**src/hdl/otok_pkg.sv**
```systemverilog
// ----------------------------------------------------------------------------
// otok_pkg
// Shared types, character codes, keyword table and decimal scale table for the
// OBJ text tokenizer.
// ----------------------------------------------------------------------------
`default_nettype none

package otok_pkg;

   localparam int MAX_KEYWORD_LEN_DEF = 6;
   localparam int MAX_FRAC_DIGITS_DEF = 9;
   localparam int FRAC_BITS_DEF       = 16;

   localparam int KW_COUNT   = 10;
   localparam int KW_MAX_LEN = 6;

   localparam logic [47:0] VAL_MAX_MAG = 48'h7FFF_FFFF_FFFF;
   localparam logic [30:0] INT_MAX_MAG = 31'h7FFF_FFFF;

   localparam logic [7:0] CH_HASH  = 8'h23;
   localparam logic [7:0] CH_SLASH = 8'h2F;
   localparam logic [7:0] CH_DOT   = 8'h2E;
   localparam logic [7:0] CH_MINUS = 8'h2D;
   localparam logic [7:0] CH_NL    = 8'h0A;
   localparam logic [7:0] CH_CR    = 8'h0D;
   localparam logic [7:0] CH_TAB   = 8'h09;
   localparam logic [7:0] CH_SPACE = 8'h20;

   typedef enum logic [4:0] {
      TOK_ERROR         = 5'd0,
      TOK_EOF           = 5'd1,
      TOK_V             = 5'd2,
      TOK_VT            = 5'd3,
      TOK_VN            = 5'd4,
      TOK_VP            = 5'd5,
      TOK_F             = 5'd6,
      TOK_O             = 5'd7,
      TOK_G             = 5'd8,
      TOK_END_STATEMENT = 5'd9,
      TOK_STRING        = 5'd10,
      TOK_INTEGER       = 5'd11,
      TOK_FLOAT         = 5'd12,
      TOK_MTLLIB        = 5'd13,
      TOK_USEMTL        = 5'd14,
      TOK_S             = 5'd15,
      TOK_SEPARATOR     = 5'd16
   } tok_kind_type;

   typedef enum logic [2:0] {
      MODE_IDLE,
      MODE_COMMENT,
      MODE_INT,
      MODE_FRAC,
      MODE_WORD
   } mode_type;

   typedef enum logic [1:0] {
      FSM_IDLE,
      FSM_DIV,
      FSM_OUT
   } fsm_type;

   typedef enum logic [1:0] {
      FL_NONE,
      FL_INT,
      FL_FLOAT,
      FL_WORD
   } flush_type;

   typedef struct packed {
      logic [7:0] char_code;
      logic       end_of_input;
   } req_type;

   typedef struct packed {
      tok_kind_type       token_kind;
      logic signed [47:0] value;
      logic               last;
   } rsp_type;

   typedef struct packed {
      logic        start;
      logic [29:0] dividend;
      logic [3:0]  digits;
   } div_cmd_type;

   // text byte i sits at text[8*i +: 8]
   typedef struct packed {
      logic [47:0]  text;
      logic [2:0]   len;
      tok_kind_type kind;
   } kw_entry_type;

   localparam kw_entry_type KW_TABLE [KW_COUNT] = '{
      '{text: 48'h0000_0000_0076, len: 3'd1, kind: TOK_V},
      '{text: 48'h0000_0000_7476, len: 3'd2, kind: TOK_VT},
      '{text: 48'h0000_0000_6E76, len: 3'd2, kind: TOK_VN},
      '{text: 48'h0000_0000_7076, len: 3'd2, kind: TOK_VP},
      '{text: 48'h0000_0000_0066, len: 3'd1, kind: TOK_F},
      '{text: 48'h0000_0000_006F, len: 3'd1, kind: TOK_O},
      '{text: 48'h0000_0000_0067, len: 3'd1, kind: TOK_G},
      '{text: 48'h6269_6C6C_746D, len: 3'd6, kind: TOK_MTLLIB},
      '{text: 48'h6C74_6D65_7375, len: 3'd6, kind: TOK_USEMTL},
      '{text: 48'h0000_0000_0073, len: 3'd1, kind: TOK_S}
   };

   function automatic logic [29:0] pow_ten(input logic [3:0] digits);
      logic [29:0] p;
      unique case (digits)
         4'd0:    p = 30'd1;
         4'd1:    p = 30'd10;
         4'd2:    p = 30'd100;
         4'd3:    p = 30'd1000;
         4'd4:    p = 30'd10000;
         4'd5:    p = 30'd100000;
         4'd6:    p = 30'd1000000;
         4'd7:    p = 30'd10000000;
         4'd8:    p = 30'd100000000;
         4'd9:    p = 30'd1000000000;
         default: p = 30'd1;
      endcase
      return p;
   endfunction

endpackage

`default_nettype wire

```
**src/hdl/otok_div.sv**
```systemverilog
// ----------------------------------------------------------------------------
// otok_div
// Restoring shift-subtract divider, one quotient bit per cycle. Turns the
// decimal fraction digits into binary fraction bits.
// ----------------------------------------------------------------------------
`default_nettype none

module otok_div
   import otok_pkg::*;
#(
   parameter int FRAC_BITS = FRAC_BITS_DEF
) (
   input  wire logic                 clock,
   input  wire logic                 reset,
   input  wire div_cmd_type          cmd,
   output logic                      done,
   output logic [FRAC_BITS-1:0]      quotient
);

   localparam int CNTW = $clog2(FRAC_BITS);

   logic                 run_ff, run_in;
   logic                 done_ff, done_in;
   logic [CNTW-1:0]      cnt_ff, cnt_in;
   logic [29:0]          rem_ff, rem_in;
   logic [29:0]          div_ff, div_in;
   logic [FRAC_BITS-1:0] quo_ff, quo_in;

   logic [30:0] shifted;
   logic [30:0] diff;
   logic        ge;

   always_comb begin
      shifted = {rem_ff, 1'b0};
      ge      = shifted >= {1'b0, div_ff};
      diff    = shifted - {1'b0, div_ff};

      run_in  = run_ff;
      done_in = 1'b0;
      cnt_in  = cnt_ff;
      rem_in  = rem_ff;
      div_in  = div_ff;
      quo_in  = quo_ff;

      if (cmd.start) begin
         // fraction is always below 10^digits, so the quotient fits the fraction bits
         rem_in = cmd.dividend;
         div_in = pow_ten(cmd.digits);
         cnt_in = '0;
         run_in = 1'b1;
      end else if (run_ff) begin
         rem_in = ge ? diff[29:0] : shifted[29:0];
         quo_in = {quo_ff[FRAC_BITS-2:0], ge};
         cnt_in = cnt_ff + 1'b1;
         if (cnt_ff == CNTW'(FRAC_BITS - 1)) begin
            run_in  = 1'b0;
            done_in = 1'b1;
         end
      end
   end

   always_ff @(posedge clock) begin
      if (reset) begin
         run_ff  <= 1'b0;
         done_ff <= 1'b0;
         cnt_ff  <= '0;
      end else begin
         run_ff  <= run_in;
         done_ff <= done_in;
         cnt_ff  <= cnt_in;
      end
   end

   always_ff @(posedge clock) begin
      rem_ff <= rem_in;
      div_ff <= div_in;
      quo_ff <= quo_in;
   end

   assign done     = done_ff;
   assign quotient = quo_ff;

endmodule

`default_nettype wire

```
**src/hdl/otok_kw.sv**
```systemverilog
// ----------------------------------------------------------------------------
// otok_kw
// Keyword matcher: compares the identifier buffer against the keyword table
// and returns the keyword's token kind, or string.
// ----------------------------------------------------------------------------
`default_nettype none

module otok_kw
   import otok_pkg::*;
#(
   parameter int MAX_KEYWORD_LEN = MAX_KEYWORD_LEN_DEF,
   parameter int LW              = $clog2(MAX_KEYWORD_LEN + 2)
) (
   input  wire logic [MAX_KEYWORD_LEN-1:0][7:0] word_buf,
   input  wire logic [LW-1:0]                   word_len,
   output tok_kind_type                         kind
);

   logic [KW_COUNT-1:0] hit;

   always_comb begin
      for (int k = 0; k < KW_COUNT; k++) begin
         hit[k] = (word_len == LW'(KW_TABLE[k].len));
         // only bytes inside the keyword length are looked at
         for (int i = 0; i < KW_MAX_LEN; i++) begin
            if ((i < int'(KW_TABLE[k].len)) &&
                (word_buf[i] != KW_TABLE[k].text[8*i +: 8])) begin
               hit[k] = 1'b0;
            end
         end
      end
   end

   always_comb begin
      kind = TOK_STRING;
      for (int k = KW_COUNT - 1; k >= 0; k--) begin
         if (hit[k]) begin
            kind = KW_TABLE[k].kind;
         end
      end
   end

endmodule

`default_nettype wire

```
**src/hdl/obj_text_tokenizer.sv**
```systemverilog
// A request that gives no float result has its first token in the output
// register in the cycle after acceptance; a float waits for the bit-serial
// fraction divider. A second token follows the first as soon as the first is
// taken. The next request is taken in the cycle its predecessor's last token
// leaves the output register, so throughput is one byte per cycle barring floats,
// second tokens or output stalls. Reset is synchronous and returns to idle lexing.
// ----------------------------------------------------------------------------
// obj_text_tokenizer
// Lexer for OBJ text: one byte per request, up to two tokens per request.
// ----------------------------------------------------------------------------
`default_nettype none

module obj_text_tokenizer
   import otok_pkg::*;
#(
   parameter int MAX_KEYWORD_LEN = MAX_KEYWORD_LEN_DEF,
   parameter int MAX_FRAC_DIGITS = MAX_FRAC_DIGITS_DEF,
   parameter int FRAC_BITS       = FRAC_BITS_DEF
) (
   input  wire logic    clock,
   input  wire logic    reset,
   input  wire logic    req_valid,
   output logic         req_stall,
   input  wire req_type req_payload,
   output logic         rsp_valid,
   input  wire logic    rsp_stall,
   output rsp_type      rsp_payload
);

   localparam int LW = $clog2(MAX_KEYWORD_LEN + 2);
   localparam int IW = $clog2(MAX_KEYWORD_LEN);
   localparam int MW = 31 + FRAC_BITS;
   localparam int CW = (MW > 48) ? MW : 48;

   fsm_type      fsm_ff, fsm_in;
   mode_type     mode_ff, mode_in;
   logic         sign_ff, sign_in;
   logic [30:0]  int_ff, int_in;
   logic [29:0]  frac_ff, frac_in;
   logic [3:0]   dig_ff, dig_in;
   logic [LW-1:0] len_ff, len_in;
   logic [MAX_KEYWORD_LEN-1:0][7:0] buf_ff;
   logic         rsp_valid_ff, rsp_valid_in;
   rsp_type      rsp_ff, rsp_in;
   logic         sec_valid_ff, sec_valid_in;
   tok_kind_type sec_kind_ff, sec_kind_in;
   logic [30:0]  int_hold_ff, int_hold_in;
   logic         sign_hold_ff, sign_hold_in;

   logic          wr_en;
   logic [IW-1:0] wr_idx;
   logic [7:0]    wr_data;

   div_cmd_type          div_cmd;
   logic                 div_done;
   logic [FRAC_BITS-1:0] div_quo;
   tok_kind_type         kw_kind;

   logic         req_accept, out_take;
   logic [7:0]   c;
   logic [3:0]   digit;
   logic         is_digit, is_letter, is_blank;
   logic [34:0]  int_mul;
   logic [33:0]  frac_mul;
   logic [47:0]  int_value;
   logic [CW-1:0] mag_sum;
   logic [47:0]  mag48;
   logic [47:0]  float_value;
   flush_type    flush;
   logic         do_start;
   logic         st_have;
   tok_kind_type st_kind;
   logic         b_have;
   tok_kind_type b_kind;

   otok_div #(
      .FRAC_BITS(FRAC_BITS)
   ) u_div (
      .clock   (clock),
      .reset   (reset),
      .cmd     (div_cmd),
      .done    (div_done),
      .quotient(div_quo)
   );

   otok_kw #(
      .MAX_KEYWORD_LEN(MAX_KEYWORD_LEN),
      .LW             (LW)
   ) u_kw (
      .word_buf(buf_ff),
      .word_len(len_ff),
      .kind    (kw_kind)
   );

   // value paths
   always_comb begin
      int_value   = sign_ff ? (48'd0 - 48'(int_ff)) : 48'(int_ff);
      mag_sum     = (CW'(int_hold_ff) << FRAC_BITS) + CW'(div_quo);
      mag48       = (mag_sum > CW'(VAL_MAX_MAG)) ? VAL_MAX_MAG : mag_sum[47:0];
      float_value = sign_hold_ff ? (48'd0 - mag48) : mag48;
   end

   always_comb begin
      out_take   = rsp_valid_ff && !rsp_stall;
      req_stall  = !((fsm_ff == FSM_IDLE) ||
                     ((fsm_ff == FSM_OUT) && !sec_valid_ff && !rsp_stall));
      req_accept = req_valid && !req_stall;

      c         = req_payload.char_code;
      digit     = c[3:0];
      is_digit  = (c >= 8'h30) && (c <= 8'h39);
      is_letter = ((c >= 8'h61) && (c <= 8'h7A)) || ((c >= 8'h41) && (c <= 8'h5A));
      is_blank  = (c == CH_SPACE) || (c == CH_TAB) || (c == CH_CR) || (c == CH_NL);
      int_mul   = (35'(int_ff) * 35'd10) + 35'(digit);
      frac_mul  = (34'(frac_ff) * 34'd10) + 34'(digit);

      fsm_in       = fsm_ff;
      mode_in      = mode_ff;
      sign_in      = sign_ff;
      int_in       = int_ff;
      frac_in      = frac_ff;
      dig_in       = dig_ff;
      len_in       = len_ff;
      rsp_valid_in = rsp_valid_ff;
      rsp_in       = rsp_ff;
      sec_valid_in = sec_valid_ff;
      sec_kind_in  = sec_kind_ff;
      int_hold_in  = int_hold_ff;
      sign_hold_in = sign_hold_ff;
      wr_en        = 1'b0;
      wr_idx       = '0;
      wr_data      = c;
      div_cmd.start    = 1'b0;
      div_cmd.dividend = frac_ff;
      div_cmd.digits   = dig_ff;
      flush    = FL_NONE;
      do_start = 1'b0;
      st_have  = 1'b0;
      st_kind  = TOK_ERROR;
      b_have   = 1'b0;
      b_kind   = TOK_EOF;

      unique case (fsm_ff)
         FSM_OUT: begin
            if (out_take) begin
               if (sec_valid_ff) begin
                  rsp_in.token_kind = sec_kind_ff;
                  rsp_in.value      = '0;
                  rsp_in.last       = 1'b1;
                  sec_valid_in      = 1'b0;
               end else begin
                  rsp_valid_in = 1'b0;
                  fsm_in       = FSM_IDLE;
               end
            end
         end
         FSM_DIV: begin
            if (div_done) begin
               rsp_in.token_kind = TOK_FLOAT;
               rsp_in.value      = float_value;
               rsp_in.last       = !sec_valid_ff;
               rsp_valid_in      = 1'b1;
               fsm_in            = FSM_OUT;
            end
         end
         default: begin
         end
      endcase

      if (req_accept) begin
         if (req_payload.end_of_input) begin
            unique case (mode_ff)
               MODE_INT:  flush = FL_INT;
               MODE_FRAC: flush = FL_FLOAT;
               MODE_WORD: flush = FL_WORD;
               default:   flush = FL_NONE;
            endcase
            mode_in = MODE_IDLE;
         end else begin
            unique case (mode_ff)
               MODE_COMMENT: begin
                  if (c == CH_NL) begin
                     mode_in = MODE_IDLE;
                  end
               end
               MODE_INT: begin
                  if (is_digit) begin
                     int_in = (int_mul > 35'(INT_MAX_MAG)) ? INT_MAX_MAG : int_mul[30:0];
                  end else if (c == CH_DOT) begin
                     mode_in = MODE_FRAC;
                     frac_in = '0;
                     dig_in  = '0;
                  end else begin
                     flush    = FL_INT;
                     mode_in  = MODE_IDLE;
                     do_start = 1'b1;
                  end
               end
               MODE_FRAC: begin
                  if (is_digit) begin
                     if (dig_ff < 4'(MAX_FRAC_DIGITS)) begin
                        frac_in = frac_mul[29:0];
                        dig_in  = dig_ff + 1'b1;
                     end
                  end else begin
                     flush    = FL_FLOAT;
                     mode_in  = MODE_IDLE;
                     do_start = 1'b1;
                  end
               end
               MODE_WORD: begin
                  if (is_blank) begin
                     flush    = FL_WORD;
                     mode_in  = MODE_IDLE;
                     do_start = 1'b1;
                  end else if (len_ff < LW'(MAX_KEYWORD_LEN)) begin
                     wr_en  = 1'b1;
                     wr_idx = len_ff[IW-1:0];
                     len_in = len_ff + 1'b1;
                  end else begin
                     // too long for any keyword
                     len_in = LW'(MAX_KEYWORD_LEN + 1);
                  end
               end
               default: begin
                  mode_in  = MODE_IDLE;
                  do_start = 1'b1;
               end
            endcase
         end

         if (do_start) begin
            if ((c == CH_SPACE) || (c == CH_TAB) || (c == CH_CR)) begin
               st_have = 1'b0;
            end else if (c == CH_NL) begin
               st_have = 1'b1;
               st_kind = TOK_END_STATEMENT;
            end else if (c == CH_HASH) begin
               st_have = 1'b1;
               st_kind = TOK_END_STATEMENT;
               mode_in = MODE_COMMENT;
            end else if (c == CH_SLASH) begin
               st_have = 1'b1;
               st_kind = TOK_SEPARATOR;
            end else if (is_digit || (c == CH_MINUS)) begin
               mode_in = MODE_INT;
               sign_in = (c == CH_MINUS);
               int_in  = (c == CH_MINUS) ? 31'd0 : 31'(digit);
               frac_in = '0;
               dig_in  = '0;
            end else if (is_letter) begin
               mode_in = MODE_WORD;
               wr_en   = 1'b1;
               wr_idx  = '0;
               len_in  = LW'(1);
            end else begin
               st_have = 1'b1;
               st_kind = TOK_ERROR;
            end
         end

         b_have = req_payload.end_of_input ? 1'b1 : st_have;
         b_kind = req_payload.end_of_input ? TOK_EOF : st_kind;

         unique case (flush)
            FL_FLOAT: begin
               // operands are captured here since a new number may start now
               div_cmd.start = 1'b1;
               int_hold_in   = int_ff;
               sign_hold_in  = sign_ff;
               sec_valid_in  = b_have;
               sec_kind_in   = b_kind;
               rsp_valid_in  = 1'b0;
               fsm_in        = FSM_DIV;
            end
            FL_INT: begin
               rsp_in.token_kind = TOK_INTEGER;
               rsp_in.value      = int_value;
               rsp_in.last       = !b_have;
               rsp_valid_in      = 1'b1;
               sec_valid_in      = b_have;
               sec_kind_in       = b_kind;
               fsm_in            = FSM_OUT;
            end
            FL_WORD: begin
               rsp_in.token_kind = kw_kind;
               rsp_in.value      = '0;
               rsp_in.last       = !b_have;
               rsp_valid_in      = 1'b1;
               sec_valid_in      = b_have;
               sec_kind_in       = b_kind;
               fsm_in            = FSM_OUT;
            end
            default: begin
               sec_valid_in = 1'b0;
               if (b_have) begin
                  rsp_in.token_kind = b_kind;
                  rsp_in.value      = '0;
                  rsp_in.last       = 1'b1;
                  rsp_valid_in      = 1'b1;
                  fsm_in            = FSM_OUT;
               end else begin
                  rsp_valid_in = 1'b0;
                  fsm_in       = FSM_IDLE;
               end
            end
         endcase
      end
   end

   always_ff @(posedge clock) begin
      if (reset) begin
         fsm_ff       <= FSM_IDLE;
         mode_ff      <= MODE_IDLE;
         sign_ff      <= 1'b0;
         int_ff       <= '0;
         frac_ff      <= '0;
         dig_ff       <= '0;
         len_ff       <= '0;
         rsp_valid_ff <= 1'b0;
         sec_valid_ff <= 1'b0;
      end else begin
         fsm_ff       <= fsm_in;
         mode_ff      <= mode_in;
         sign_ff      <= sign_in;
         int_ff       <= int_in;
         frac_ff      <= frac_in;
         dig_ff       <= dig_in;
         len_ff       <= len_in;
         rsp_valid_ff <= rsp_valid_in;
         sec_valid_ff <= sec_valid_in;
      end
   end

   always_ff @(posedge clock) begin
      rsp_ff       <= rsp_in;
      sec_kind_ff  <= sec_kind_in;
      int_hold_ff  <= int_hold_in;
      sign_hold_ff <= sign_hold_in;
      if (wr_en) begin
         buf_ff[wr_idx] <= wr_data;
      end
   end

   assign rsp_valid   = rsp_valid_ff;
   assign rsp_payload = rsp_ff;

endmodule

`default_nettype wire

```
**config.mk**
```make
export PLATFORM = sky130hd
export DESIGN_NAME = obj_text_tokenizer
export DESIGN_NICKNAME = d
export VERILOG_FILES = /design/src/hdl/otok_pkg.sv /design/src/hdl/otok_div.sv /design/src/hdl/otok_kw.sv /design/src/hdl/obj_text_tokenizer.sv
export SDC_FILE = /design/constraint.sdc
export NUM_CORES = 1
export LEC_CHECK = 0
export ABC_AREA = 1
export BUFFER_PORTS_ARGS = -buffer_cell sky130_fd_sc_hd__buf_2
export CORE_MARGIN = 2
export CORE_UTILIZATION = 55
export CTS_BUF_LIST = sky130_fd_sc_hd__clkbuf_16
export DETAILED_ROUTE_END_ITERATION = 8
export PLACE_DENSITY = 0.72
export SYNTH_ARGS = -nofsm -noshare
export SYNTH_HDL_FRONTEND = slang
export SYNTH_SLANG_ARGS = --single-unit
export TNS_END_PERCENT = 50
```
**constraint.sdc**
```tcl
create_clock -name clock -period 4.75 [get_ports clock]
set_clock_uncertainty 0.05 [all_clocks]
set_input_delay 0.475 -clock clock [delete_from_list [all_inputs] [get_ports clock]]
set_output_delay 0.475 -clock clock [all_outputs]
set_load 0.01 [all_outputs]
```
== Yosys cells after proc, flatten, opt, wreduce, memory -nomap -nowiden ==
Memory sizes are Yosys's and may differ from the RTL's. A register that Yosys moved wholly into a read port is not among the register bits.
Index checks and enable logic that the tools add are counted.
Cells by class
  eq/ne operators: 43
  bitwise gates (word level): 6
  multipliers: 2
  add/sub/neg operators: 9
  reduce and logical (&&, ||, !) cells: 33
  $lt $le $gt $ge: 13
  multiplexer cells: 185
Operators with widths (count)
  30-bit two-way mux: 14
  31-bit two-way mux: 10
  54-bit two-way mux: 5
  54-bit case mux with 3 select lines: 1
  8-bit by 7-bit inequality test with 1-bit output, second input constant: 19
  48-bit two-way mux: 3
  3-bit two-way mux: 39
  54-bit case mux with 2 select lines: 1
  4-bit two-way mux: 18
  1-bit two-way mux: 65
  30-bit case mux with 2 select lines: 1
  47-bit by 16-bit adder with 48-bit output: 1
  48-bit bitwise mux: 1
  48-bit by 47-bit greater-than comparator with 1-bit output, second input constant: 1
  1-bit by 48-bit subtractor with 48-bit output, first input constant: 1
  8-bit by 6-bit equality test with 1-bit output, second input constant: 5
  35-bit by 4-bit adder with 35-bit output: 1
  35-bit by 31-bit greater-than comparator with 1-bit output, second input constant: 1
  31-bit by 3-bit multiplier with 34-bit output, second input constant: 1
  1-bit by 31-bit subtractor with 32-bit output, first input constant: 1
  31-bit by 30-bit greater-or-equal comparator with 1-bit output: 1
  30-bit by 4-bit adder with 30-bit output: 1
  30-bit by 3-bit multiplier with 29-bit output, second input constant: 1
  5-bit two-way mux: 6
  other kinds (41): 93
Storage, ports and cells
  bits of input ports: 13
  output and inout bits: 56
  logic and storage cells: 318
  memories: 1
  bits in registers: 267
  memory bits (read-only): 480
Memory list
  (no name shown): words 16, width 30, read ports 1, clocked after memory_dff 1, write ports 0, RTL line otok_pkg.sv:109  | unique case (digits)

== Longest topological paths before layout ==
  depth after elaboration: 20
  depth in mapped cells: 27
  depth with buffers taken out: 27

== By module ==
A second synthesis with hierarchy kept.
Unflattened totals
  cells, all modules: 3815
  area, all modules: 24588.6 sq um
Modules (own cells, without submodules)
  obj_text_tokenizer: seq. area each 5074.9 sq um, times used 1, area each 18420.2 sq um, cells each 2894
  otok_div: seq. area each 2192.1 sq um, times used 1, area each 5582.9 sq um, cells each 793
  otok_kw: seq. area each 0.0 sq um, times used 1, area each 585.6 sq um, cells each 128

== Worst setup path before layout ==
Ideal clock, no wire load.
  path kind: in2reg
  from: input port req_payload[8] (netlist bit)
  to: register u_div.rem_ff[0], enable pin
  path slack: 496 ps
  data required time: 4313 ps
  cell stages on the path: 18
  arrival: 3817 ps
  path buffers: 2
  setup time: 387 ps
  cell sequence: nor2_1 -> nand3_1 -> inv_1 -> nand3_1 -> nor3_2 -> nor2_1 -> nand2_1 -> and2_1 -> nor2_1 -> nor2_4 -> inv_2 -> nor2_1 -> inv_1 -> nor2_4 -> inv_2 -> buf_2 -> buf_2 -> nand2_1
RTL lines
  start: declaration: RTL line obj_text_tokenizer.sv:24  | input wire req_type req_payload,
  end signal: assignment: RTL line otok_div.sv:75  | rem_ff <= rem_in;
  end: declaration: RTL line otok_div.sv:25  | logic [29:0] rem_ff, rem_in;

== Worst setup path in the final report ==
  from: register int_ff[3]
  to: register int_ff[28]
On the way
  word-level cells in the longest chain between the ends: 13
RTL lines
  start: declaration: RTL line obj_text_tokenizer.sv:38  | logic [30:0] int_ff, int_in;
  start signal: assignment: RTL line obj_text_tokenizer.sv:326  | int_ff <= int_in;
  31-bit by 3-bit multiplier with 34-bit output (*): RTL line obj_text_tokenizer.sv:114  | int_mul = (35'(int_ff) * 35'd10) + 35'(digit);
  35-bit by 4-bit adder with 35-bit output (*): RTL line obj_text_tokenizer.sv:114
  35-bit by 31-bit greater-than comparator with 1-bit output: RTL line obj_text_tokenizer.sv:188  | int_in = (int_mul > 35'(INT_MAX_MAG)) ? INT_MAX_MAG : int_mul[30:0];
  31-bit two-way mux (*): RTL line obj_text_tokenizer.sv:188
  31-bit two-way mux (*): RTL line obj_text_tokenizer.sv:187  | if (is_digit) begin
  31-bit two-way mux (*): RTL line obj_text_tokenizer.sv:180  | unique case (mode_ff)
  31-bit two-way mux (*): RTL line obj_text_tokenizer.sv:171  | if (req_payload.end_of_input) begin
  31-bit two-way mux: RTL line obj_text_tokenizer.sv:245  | end else if (is_digit || (c == CH_MINUS)) begin
  31-bit two-way mux: RTL line obj_text_tokenizer.sv:242  | end else if (c == CH_SLASH) begin
  31-bit two-way mux: RTL line obj_text_tokenizer.sv:238  | end else if (c == CH_HASH) begin
  31-bit two-way mux: RTL line obj_text_tokenizer.sv:235  | end else if (c == CH_NL) begin
  31-bit two-way mux: RTL line obj_text_tokenizer.sv:233  | if ((c == CH_SPACE) || (c == CH_TAB) || (c == CH_CR)) begin
  31-bit two-way mux (*): RTL line obj_text_tokenizer.sv:232  | if (do_start) begin
Every way passes the cells marked *; elsewhere a longest branch is shown, timed or not.
A chain may end at the register's enable or synchronous reset.

==> results.yml <==
run_status:
  outcome: "finished, final reports clean"
yosys:
  yosys.area.top_type: "edfxtp_1"
  synth_fa_ha_area_frac: 0.0884
  synth-xor-area-share: 0.0386
  synth.yosys.seq_area_share: 0.302
  yosysMostFrequentCell: "nand2_1"
  synth_ff_type: "edfxtp_1"
  syn_nets: 3819
  synth_top_family_by_area: "simple AND/OR/NAND/NOR gates"
  synth_top_area_share: 0.190
  synthSimpleGateAreaFrac: 0.325
  synth_commonest_cells: "nand2_1 (1012), inv_1 (479), nor2_1 (357)"
  avgSynthCellArea_um2: 6.62
  synth_area_mm2: 0.0241
  synth_edf_count: 152
  synth_compound_area_frac: 0.150
  synth.distinct_cells: 58
  synthArstFlopShare: 0
  ys_top_cells_by_area: "edfxtp_1 (19%), nand2_1 (16%), dfxtp_1 (11%)"
  synthesis.instances: 3639
  synth_warnings: 0
  ys_ff_latch: 287
  synth_mux_area_frac: 0
grt:
  grt_max_degree: 66
  grt.met3_usage: 0.0368
  grt_use_total: 0.323
  grt_first_pass_wirelength_um: 117000
  gr-usage-met1: 0.465
  grt_pass1_vias: 22400
  use_met2: 0.509
  antenna_found_initial: 2
  busiest_layer: "met2"
  grt.overflow.total: 0
die:
  row_count: 76
  die_y_um: 213
  core_mm2: 0.0432
  start_util: 0.558
  ios: 69
  die_area_mm2: 0.0455
  die_w_um: 213
route:
  wire_per_inst_um: 17.3
  drc: 0
  viasPerCell: 5.73
  wirelength_um: 74200
  first_iter_violations: 2784
  final_antenna_net_count: 0
  dr.pass1.iters: 6
  vias: 24600
run:
  drv_cap: 0
place:
  gp_congestion: 0.968
  preCtsSetupSlack_ps: 558
  dpl.hpwl_um: 57800
  dp.cells: 4230
  port_buffers: 68
final_layout:
  fill_cells: 4205
  drive_gt1_frac: 0.0719
  final_nets: 3857
  multi_input_area_mm2: 0.0145
  final_core_util: 0.601
  regArea_mm2: 0.00727
  fin_cells: 4286
  area_growth_pct: 7.73
timing:
  maxSlewHeadroom: 0.377
  timing.setup.tns_ps: 0
  finalHoldViolCount: 0
  rsz0062_at_grt: "no"
  setup_ws_ps: 472
  fin_crit_ps: 4280
  finalMaxSlewViolations: 0
  finalSetupViolCount: 0
  clock.fmax_mhz: 234
  worst_pin_slew_ps: 935
  finalCritPeriodShare: 0.901
clock_tree:
  cts_buffers: 30
  cts_hold_buf: 0
  htreeDepth: 1
  cts_tree: "done"
  clockBufferDepth: 3
  path_clk_slew_ps: 60
  post-cts-setup-buffers: 0
  cts.sinks: 287
  post_cts_resized: 0
  insertion_delay_ps: 570
  cts-root-buf: "clkbuf_16"
worst_setup_path:
  required_ps: 5120
  critPathArrivalTime_ps: 4650
  end_kind: "flop"
  worst_setup_path_start_kind: "flop"
  crit_type: "flop to flop"
  crit_fanout: 21
power_and_ir_drop:
  peakVddDrop_v: 0.000228
  p_total_w: 0.00577
  p_leak_nw: 11.5
  cellPowerDensity_mw_per_mm2: 222
worst_hold_path:
  hp-class: "primary input to flop"
## final cells by class
class                   instances  area share
flip-flops and latches        287       0.280
clock buffers                  31      0.0299
diodes                          1   0.0000965
inverters                     509      0.0737
well taps                     585      0.0282
clock inverters                24     0.00618
multi-input cells            2751       0.559
repair buffers                 98      0.0223
## logic make-up (layout without fill, tap and decap cells)
| kind of cell | Yosys count | in the layout |
|---|---|---|
| fa+ha+maj | 167 | 167 |
| compound gates | 652 | 652 |
| buf+inv | 601 | 662 |
| flops | 287 | 287 |
| other cells | 0 | 1 |
| simple gates | 1826 | 1826 |
| xor+xnor | 106 | 106 |
## sequential cells by signal, summed over array words and instances (netlist names), 3 cells and up
signal,cells
buf_ff,48
mode_ff,3
u_div.rem_ff,30
int_ff,31
u_div.cnt_ff,4
dig_ff,4
sec_kind_ff,3
frac_ff,30
u_div.div_ff,23
int_hold_ff,31
len_ff,3
rsp_payload,54
u_div.quotient,16
## power by group
part | total (W) | switching, W | internal [W]
logic | 0.000761 | 0.000541 | 0.000219
clock network | 0.00229 | 0.00101 | 0.00128
registers | 0.00272 | 0.0000487 | 0.00267
total | 0.00577 | 0.00160 | 0.00417
## through the flow
step	hold slack (ps)	instance area (um2)
2_1_floorplan	376	24100
3_5_place_dp	399	25000
4_1_cts	209	25900
6_report	231	25900
3_3_place_gp	402	25000
5_1_grt	213	25900
## critical path, cell delays in order (launching register included)
cell     delay [ps]
dfxtp_1         490
ha_1            290
ha_1            280
fa_1            470
nand2_1         100
nand2_1         100
nand3_1         150
nand2_1         140
nand3_1         150
nand3_1          80
nand2_1          60
nand2_1         110
nor2_2          210
nand2_1          90
nor2_2          130
nand3_1          80
nand2_1          70
nand2_1          80
nor2_4          180
nand2_4          80
nor2_4          430
nand2_1         110
nand2_1         100
a21oi_1          70
## placed cells by master (no fill, tap or decap), types with 6 or more instances in the layout
cell / n
nand2_1: 1011
inv_1: 483
nor2_1: 356
a21oi_1: 261
o21ai_0: 247
nand3_1: 207
ha_1: 162
edfxtp_1: 152
dfxtp_1: 135
xor2_1: 77
buf_2: 68
nor3_1: 60
nand4_1: 52
nand2_2: 36
o211ai_1: 31
clkbuf_16: 31
xnor2_1: 29
o22ai_1: 29
buf_4: 29
nor4_1: 26
inv_2: 25
nor2_2: 15
clkinv_1: 13
or2_2: 11
nor2_4: 10
nand3_2: 10
nand3b_1: 9
a31oi_1: 9
a22oi_1: 9
o2111ai_1: 8
clkinv_2: 7
o21ai_1: 6
a32oi_1: 6
## worst paths after layout
path              slack (ps)  cells past startpoint      startpoint     endpoint
setup / recovery         470                     23       int_ff[3]   int_ff[28]
hold / removal           230                      1  req_payload[5]    buf_ff[4]
setup reg to reg         470                     23       int_ff[3]   int_ff[28]
hold reg to reg          430                      2     frac_ff[29]  frac_ff[29]
## layer usage
metal | up-vias | wire, um
met3 | 142 | 6330
met4 | 0 | 2070
met5 | - | 0
met2 | 1054 | 32400
li1 | 12100 | -
met1 | 11300 | 33400
No activity file was read; power rests on OpenSTA's default activity.
